[src/sv/spq_pkg.sv]
// ----------------------------------------------------------------------------
// spq_pkg
// Shared types and constants for the stable sorted priority queue.
// ----------------------------------------------------------------------------
package spq_pkg;

  localparam int unsigned DefaultCapacity = 16;

  localparam int unsigned TagW   = 32;
  localparam int unsigned KindW  = 8;
  localparam int unsigned PrioW  = 32;
  localparam int unsigned CountW = 5;

  typedef struct packed {
    logic [TagW-1:0]         tag;
    logic [KindW-1:0]        kind;
    logic signed [PrioW-1:0] prio;
  } entry_t;

  // Flags that one cell reports about the entry it holds.
  typedef struct packed {
    logic le;     // holds a valid entry that sorts at or before the new one
    logic match;  // holds a valid entry with the requested tag
  } cell_flags_t;

  typedef enum logic [1:0] {
    CMD_HOLD   = 2'd0,
    CMD_INSERT = 2'd1,
    CMD_REMOVE = 2'd2
  } cell_cmd_e;

  typedef enum logic [1:0] {
    ST_OK     = 2'd0,
    ST_BADTAG = 2'd1,
    ST_EMPTY  = 2'd2,
    ST_FULL   = 2'd3
  } status_e;

  typedef enum logic {
    OP_INSERT = 1'b0,
    OP_REMOVE = 1'b1
  } op_e;

endpackage

[src/sv/spq_cell.sv]
// ----------------------------------------------------------------------------
// spq_cell
// One slot of the sorted chain: compares its entry with the request and
// keeps it, takes the new entry, or takes a neighbor's entry.
// ----------------------------------------------------------------------------
module spq_cell (
  input  logic                   clk_i,
  input  logic                   valid_i,
  input  spq_pkg::cell_cmd_e     cmd_i,
  input  spq_pkg::entry_t        new_i,
  input  spq_pkg::entry_t        prev_i,
  input  logic                   prev_le_i,
  input  spq_pkg::entry_t        next_i,
  output spq_pkg::entry_t        entry_o,
  output spq_pkg::cell_flags_t   flags_o
);
  import spq_pkg::*;

  entry_t entry_q;
  entry_t entry_d;

  assign flags_o.le    = valid_i && (entry_q.prio <= new_i.prio);
  assign flags_o.match = valid_i && (entry_q.tag == new_i.tag);
  assign entry_o       = entry_q;

  // Sorted order makes the le flags a run of ones from the head, so the
  // first cell without le is the insert point and the rest shift down.
  always_comb begin
    entry_d = entry_q;
    case (cmd_i)
      CMD_INSERT: begin
        if (!flags_o.le) begin
          entry_d = prev_le_i ? new_i : prev_i;
        end
      end
      CMD_REMOVE: entry_d = next_i;
      CMD_HOLD:   entry_d = entry_q;
      default:    entry_d = entry_q;
    endcase
  end

  always_ff @(posedge clk_i) begin
    entry_q <= entry_d;
  end

endmodule

[src/sv/stable_priority_queue.sv]
// ----------------------------------------------------------------------------
// stable_priority_queue
// Bounded priority queue held sorted in a chain of cells, FIFO among ties.
// ----------------------------------------------------------------------------
// Usage:
//   A command is transferred on the rising edge where start_i is high and
//   busy_o is low. op_i selects insert (with item_tag_i, kind_i and
//   priority_req_i) or removal of the head entry.
//   The edge after the transfer, every cell compares its entry with the
//   request in parallel and the whole chain shifts at once; busy_o is high
//   for that one cycle. The result appears the cycle after that, on
//   status_o, count_o and out_*_o, marked by done_o for exactly one cycle.
//   A new command cannot be transferred while busy_o is high, since the
//   compare and shift over the cell chain has to finish before it.
//   The receiver cannot stall: the result must be taken in its cycle, and
//   a new command may be transferred in the same cycle that done_o is high.
//   Reset empties the queue (count zero) and clears busy_o and done_o; the
//   entry storage itself is not cleared, since only occupied cells are read.
// ----------------------------------------------------------------------------
module stable_priority_queue #(
  parameter int unsigned CAPACITY = spq_pkg::DefaultCapacity
) (
  input  logic                            clk_i,
  input  logic                            rst_ni,
  input  logic                            start_i,
  output logic                            busy_o,
  input  logic                            op_i,
  input  logic [spq_pkg::TagW-1:0]        item_tag_i,
  input  logic [spq_pkg::KindW-1:0]       kind_i,
  input  logic signed [spq_pkg::PrioW-1:0] priority_req_i,
  output logic                            done_o,
  output logic [1:0]                      status_o,
  output logic [spq_pkg::CountW-1:0]      count_o,
  output logic [spq_pkg::TagW-1:0]        out_tag_o,
  output logic [spq_pkg::KindW-1:0]       out_kind_o,
  output logic signed [spq_pkg::PrioW-1:0] out_priority_o
);
  import spq_pkg::*;

  localparam int unsigned CntW = $clog2(CAPACITY + 1);

  logic            busy_q;
  logic            done_q;
  op_e             req_op_q;
  entry_t          req_q;
  logic [CntW-1:0] count_q;
  logic [CntW-1:0] count_d;
  status_e         status_q;
  status_e         status_d;
  entry_t          out_q;
  entry_t          out_d;
  cell_cmd_e       cmd;

  entry_t          cell_entry [CAPACITY];
  cell_flags_t     cell_flags [CAPACITY];
  logic [CAPACITY-1:0] match_vec;
  logic            dup;
  logic            full;
  logic            accept;

  assign accept = start_i && !busy_q;

  // Request register.
  always_ff @(posedge clk_i) begin
    if (accept) begin
      req_op_q   <= op_e'(op_i);
      req_q.tag  <= item_tag_i;
      req_q.kind <= kind_i;
      req_q.prio <= priority_req_i;
    end
  end

  genvar gi;
  generate
    for (gi = 0; gi < CAPACITY; gi++) begin : g_cell
      entry_t prev_entry;
      entry_t next_entry;
      logic   prev_le;
      logic   valid;

      assign valid = count_q > CntW'(gi);
      assign match_vec[gi] = cell_flags[gi].match;

      if (gi == 0) begin : g_head
        assign prev_entry = req_q;
        assign prev_le    = 1'b0;
      end else begin : g_body
        assign prev_entry = cell_entry[gi-1];
        assign prev_le    = cell_flags[gi-1].le;
      end

      if (gi == CAPACITY - 1) begin : g_tail
        assign next_entry = cell_entry[gi];
      end else begin : g_inner
        assign next_entry = cell_entry[gi+1];
      end

      spq_cell u_cell (
        .clk_i     (clk_i),
        .valid_i   (valid),
        .cmd_i     (cmd),
        .new_i     (req_q),
        .prev_i    (prev_entry),
        .prev_le_i (prev_le),
        .next_i    (next_entry),
        .entry_o   (cell_entry[gi]),
        .flags_o   (cell_flags[gi])
      );
    end
  endgenerate

  assign dup  = |match_vec;
  assign full = count_q == CntW'(CAPACITY);

  always_comb begin
    cmd      = CMD_HOLD;
    count_d  = count_q;
    status_d = ST_OK;
    out_d    = '0;
    if (busy_q) begin
      if (req_op_q == OP_INSERT) begin
        if (req_q.tag == '0 || dup) begin
          status_d = ST_BADTAG;
        end else if (full) begin
          status_d = ST_FULL;
        end else begin
          cmd     = CMD_INSERT;
          count_d = count_q + CntW'(1);
        end
      end else begin
        if (count_q == '0) begin
          status_d = ST_EMPTY;
        end else begin
          cmd     = CMD_REMOVE;
          count_d = count_q - CntW'(1);
          out_d   = cell_entry[0];
        end
      end
    end
  end

  always_ff @(posedge clk_i or negedge rst_ni) begin
    if (!rst_ni) begin
      busy_q  <= 1'b0;
      done_q  <= 1'b0;
      count_q <= '0;
    end else begin
      busy_q  <= accept;
      done_q  <= busy_q;
      count_q <= count_d;
    end
  end

  always_ff @(posedge clk_i) begin
    if (busy_q) begin
      status_q <= status_d;
      out_q    <= out_d;
    end
  end

  assign busy_o         = busy_q;
  assign done_o         = done_q;
  assign status_o       = status_q;
  assign count_o        = CountW'(count_q);
  assign out_tag_o      = out_q.tag;
  assign out_kind_o     = out_q.kind;
  assign out_priority_o = out_q.prio;

  // Each accepted command is worked while busy_o is high, followed by its result.
  a_busy_after_accept: assert property (@(posedge clk_i) disable iff (!rst_ni)
    (start_i && !busy_o) |=> busy_o)
    else $error("busy_o did not follow an accepted command");

  a_done_after_busy: assert property (@(posedge clk_i) disable iff (!rst_ni)
    done_o |-> $past(busy_q))
    else $error("result strobe without a command in work");

  a_count_bound: assert property (@(posedge clk_i) disable iff (!rst_ni)
    count_q <= CntW'(CAPACITY))
    else $error("occupancy exceeds capacity");

  a_empty_count: assert property (@(posedge clk_i) disable iff (!rst_ni)
    (done_o && status_o == ST_EMPTY) |-> (count_q == '0 && out_tag_o == '0))
    else $error("empty status with entries present");

endmodule

[config.mk]
export PLATFORM = sky130hd
export DESIGN_NAME = stable_priority_queue
export DESIGN_NICKNAME = d
export VERILOG_FILES = /design/src/sv/spq_pkg.sv /design/src/sv/spq_cell.sv /design/src/sv/stable_priority_queue.sv
export SDC_FILE = /design/constraint.sdc
export NUM_CORES = 2
export LEC_CHECK = 0
export ABC_AREA = 1
export BUFFER_PORTS_ARGS = -buffer_cell sky130_fd_sc_hd__buf_4
export CAP_MARGIN = 20
export CORE_MARGIN = 2
export CORE_UTILIZATION = 55
export DETAILED_ROUTE_END_ITERATION = 8
export GPL_TIMING_DRIVEN = 0
export PLACE_DENSITY = 0.71
export REMOVE_ABC_BUFFERS = 1
export SLEW_MARGIN = 30
export SYNTH_ARGS = -nofsm -noshare
export SYNTH_HDL_FRONTEND = slang
export SYNTH_HIERARCHICAL = 1
export SYNTH_SLANG_ARGS = --single-unit
[constraint.sdc]
create_clock -name clk_i -period 10.8 [get_ports clk_i]
set_input_delay 3.24 -clock clk_i [delete_from_list [all_inputs] [get_ports clk_i]]
set_output_delay 3.24 -clock clk_i [all_outputs]
set_load 0.02 [all_outputs]
# Word level (Yosys, flattened, before mapping)
# Index checks and enable logic that the tools add are counted.
# Widths: inputs -> output; s select.
# op_classes
n_addsub	2
n_bitwise	2
eq_ne	37
magnitude_cmp	32
mux	58
n_reduce_logical	57
# op_table
op	count
$mux 72	30
$pmux 72 s2	15
$eq 32x32->1	16
$le 32x32->1	16
$gt 5x4->1 const B	8
$ne 2x2->1 const B	18
$logic_and 1x1->1	33
$logic_not 32->1	1
$reduce_and 2->1	16
$gt 5x3->1 const B	4
$mux 5	4
$reduce_or 16->1	1
$mux 2	7
$gt 5x1->1 const B	2
$gt 5x2->1 const B	2
$add 5x1->5 const B	1
$eq 5x5->1 const B	1
$logic_not 5->1	1
$sub 5x1->5 const B	1
$reduce_and 4->1	1
$eq 2x1->1 const B	1
$eq 2x2->1 const B	1
$mux 1	2
$not 1->1	2
4 further kinds	4
# word_totals
out_inout_bits	81
elab_cells	247
input_bits	76
ff_bits	1306

# Logic depth before layout (Yosys ltp)
# logic_depth
depth_word	10
mapped_depth	23
mapped_depth_nobuf	21

# Modules after synthesis
# Netlist, hierarchy kept.
# by_module_without_submodules
mod	n_inst	seq_area_each_um2	area_per_inst_um2	cells_each
spq_cell at g_cell[0].u_cell ...	11	2162.1	4966.0	644
spq_cell at g_cell[5].u_cell ...	5	2162.1	4914.7	637
stable_priority_queue	1	4589.4	6018.3	443

# Worst setup path before layout
# No wires, ideal clock.
# synth_path
path_type	register to register
startpoint	register busy_q (netlist: busy_o)
endpoint	register g_cell[5].u_cell.entry_q (netlist bit g_cell[5].u_cell/entry_o[0]) (enable)
synth_period_minus_slack_ns	6.966
setup_ns	0.747
n_path_buf	2
path_slack_ns	3.834
required_ns	10.053
t_arrival_ns	6.219
stages_incl_launch_ff	8
path_cell_list	dfrtp_1 > inv_1 > nor4_1 > inv_1 > nand2_1 > buf_2 > buf_2 > nand2_1
# synth_via
elab_chain_cells	4
elab_cells_between_ends	6
classes_between	3 x eq/ne; 1 x mux; 2 x reduce/logical
# synth_rtl
element	line_no	rtl
start, declared	stable_priority_queue.sv:42	logic busy_q;
start signal, assigned	stable_priority_queue.sv:148	busy_q <= accept;
$mux 2 (*)	stable_priority_queue.sv:120	if (busy_q) begin
named net cmd[0]	stable_priority_queue.sv:52	cell_cmd_e cmd;
$eq 2x1->1 / $eq 2x2->1 (equally long branches)	n/a	
$ne 2x2->1 (no source line) / $reduce_bool 2->1 (equally long branches)	n/a	
$reduce_and 2->1 (no source line) (*)	n/a	
end signal, assigned	spq_cell.sv:43	entry_q <= entry_d;
end, declared	spq_cell.sv:19	entry_t entry_q;
# The timed path passes the listed nets; every way through them passes the cells marked *.
# A chain may end at the register's enable or synchronous reset.

==> results.cfg <==
[run_status]
status = complete, no violations

[cts]
root_buffer = clkbuf_16
clock_path_buffers = 3
postCtsSetupRepairBufs = 0
path_clk_slew_ps = 60
htree_levels = 4
cts_tree = built
clock-sinks = 1306
cts_hold_buffers = 0
numCtsBuffers = 151
cts_resized = 0
worstSkewPairLatency_ps = 810

[global_route]
track_usage_pct = 29.9
overflow = 0
grt_pass1_wl_um = 376000
grt_antenna_before_repair = 0
grt_max_degree = 124
first_global_vias = 68800

[logic_synthesis]
ys_warn_count = 6
synthCells = 10700
syn_area_um2 = 85200
synth_area_per_cell_um2 = 7.96

[sta]
fin_tns_setup_ps = 0
tightestPinTransition_ps = 1030
timing.final.ws_setup_ps = 4630
max_clock_freq_ghz = 0.162
fin_worst_skew_ps = 33.5
setup_viol_count_final = 0
rsz0062_at_grt = false
worst_slew_margin_rel_pct = 31.6
hold_viol = 0
finalCritPeriodShare_pct = 57.2
post-route-min-period_ps = 6170
drv_slew = 0

[layout]
syn_to_final_growth_pct = 10.1
final_cell_mix = nor2_1 (2296), nand2_1 (1662), edfxtp_1 (1299)
nets = 11200
stdcell_count = 12800
final_area_um2 = 93800
drive_gt1_share_pct = 7.32
n_fill_cell = 13200
n_antenna_cell = 0
final_common_cell = nor2_1

[setup_path]
cp_num_buf_inv = 6
critPathLaunchType = flop
worstPathRequired_ps = 11320
critPathTopFamily = simple AND/OR/NAND/NOR gates
max_stage_delay_ps = 560
worstPathCellList = nand2_1 > nor2_2 > a21oi_1 > nor2_1 > o211ai_1 > a221oi_1 > nand3_1 > nor2_1 > nor2_1 > nand4_1 > nor2_1 > o21ai_2 > nor4_2 > buf_2 > buf_2 > buf_2 > inv_2 > nand2_8 > buf_16 > nand2_4 > buf_16
worstSetupEndpointType = flop
path_class = reg -> reg
worstPathArrival_ps = 6690
critPathMostFrequentCell = nor2_1
slowest_stage = dfrtp_1
path_max_fanout = 95

[power]
irDropWorstVdd_mv = 0.214
p_per_area_nw_per_um2 = 236
power_uw = 22100
leakage_uw = 0.0406

[placement]
port_buffers = 156
dp_slack_ps = 4900
dp_hpwl_um = 179000
dp.cells = 12500
dpl-instance-area_um2 = 89000
gp_congestion = 0.951

[floorplan]
dieWidth_um = 398
ios = 157
start_util_pct = 55.3
rows = 144
core_um2 = 154000
fp.dieH_um = 398
dieArea_um2 = 158000

[worst_hold_path]
hold_path.class = reg -> reg

[drt]
ant_nets = 0
dr.pass1.iters = 8
vias_per_cell = 5.88
met2WireLength_um = 105000
top_layer_used = met4
wl_met1_um = 107000
post_drt_wl_per_cell_um = 19.0
drtIter0Drc = 9476
met3WireLength_um = 23800
routed_wirelength_um = 244000
vias = 75300
drc_errors = 0

[job]
max_cap_violations = 0
-- stage by stage --
| stage | util, % | hold WS [ps] |
|---|---|---|
| final | 60.9 | 582 |
| after CTS | 60.8 | 583 |
| after global routing | 60.9 | 621 |
| after detailed placement | 57.8 | 568 |
| after global placement | 56.2 | 564 |
| after floorplan | - | 545 |
-- area by class of cell --
| type | instances | area (um^2) | area share, % |
|---|---|---|---|
| clock buffers | 195 | 4070 | 4.34 |
| flip-flops and latches | 1306 | 39200 | 41.8 |
| repair buffers | 274 | 3360 | 3.58 |
| well taps | 2044 | 2560 | 2.73 |
| multi-input cells | 7709 | 39500 | 42.1 |
| inverters | 1210 | 4590 | 4.89 |
| clock inverters | 83 | 537 | 0.572 |
-- worst paths after layout --
kind                       depth (start not counted)                                    from                                       to  slack, ps
setup / recovery                                  21                  count_o[2]$_DFFE_PN0P_  g_cell[14].u_cell/entry_o[14]$_DFFE_PP_       4630
hold / removal                                     2  g_cell[0].u_cell/entry_o[37]$_DFFE_PP_              out_kind_o[5]$_SDFFCE_PP0P_        580
max in group asynchronous                          1                                  rst_ni                         busy_o$_DFF_PN0_       8350
setup reg to reg                                  21                  count_o[2]$_DFFE_PN0P_  g_cell[14].u_cell/entry_o[14]$_DFFE_PP_       4630
min in group asynchronous                          1                                  rst_ni                         done_o$_DFF_PN0_       2270
hold reg to reg                                    2  g_cell[0].u_cell/entry_o[37]$_DFFE_PP_              out_kind_o[5]$_SDFFCE_PP0P_        580
-- layer usage --
metal | track usage [%] | vias to the layer above
li1 | - | 36200
met1 | 44.0 | 34900
met2 | 45.1 | 3796
met3 | 3.96 | 438
met4 | 10.6 | 0
met5 | 0 | -
-- flip-flops by register name, indices dropped and copies added (netlist names) --
register	count
out_priority_o	32
g_cell.prev_entry	72
done_o	1
req_op_q	1
status_o	2
count_o	5
busy_o	1
out_tag_o	32
out_kind_o	8
g_cell.u_cell/entry_o	1152
-- worst register-to-register path: stages (launching register included) --
cell and delay (ps):
dfrtp_1 560, nand2_1 190, nor2_2 50, a21oi_1 550, nor2_1 340, o211ai_1 200
a221oi_1 130, nand3_1 120, nor2_1 50, nor2_1 280, nand4_1 340, nor2_1 210
o21ai_2 130, nor4_2 420, buf_2 280, buf_2 220, buf_2 230, inv_2 110
nand2_8 270, buf_16 360, nand2_4 450, buf_16 350
-- power breakdown --
part	internal, uW	switching [uW]
Combinational	2780	5410
Sequential	7750	1300
Clock	2750	2100
Power figures use the tool's default switching activity.
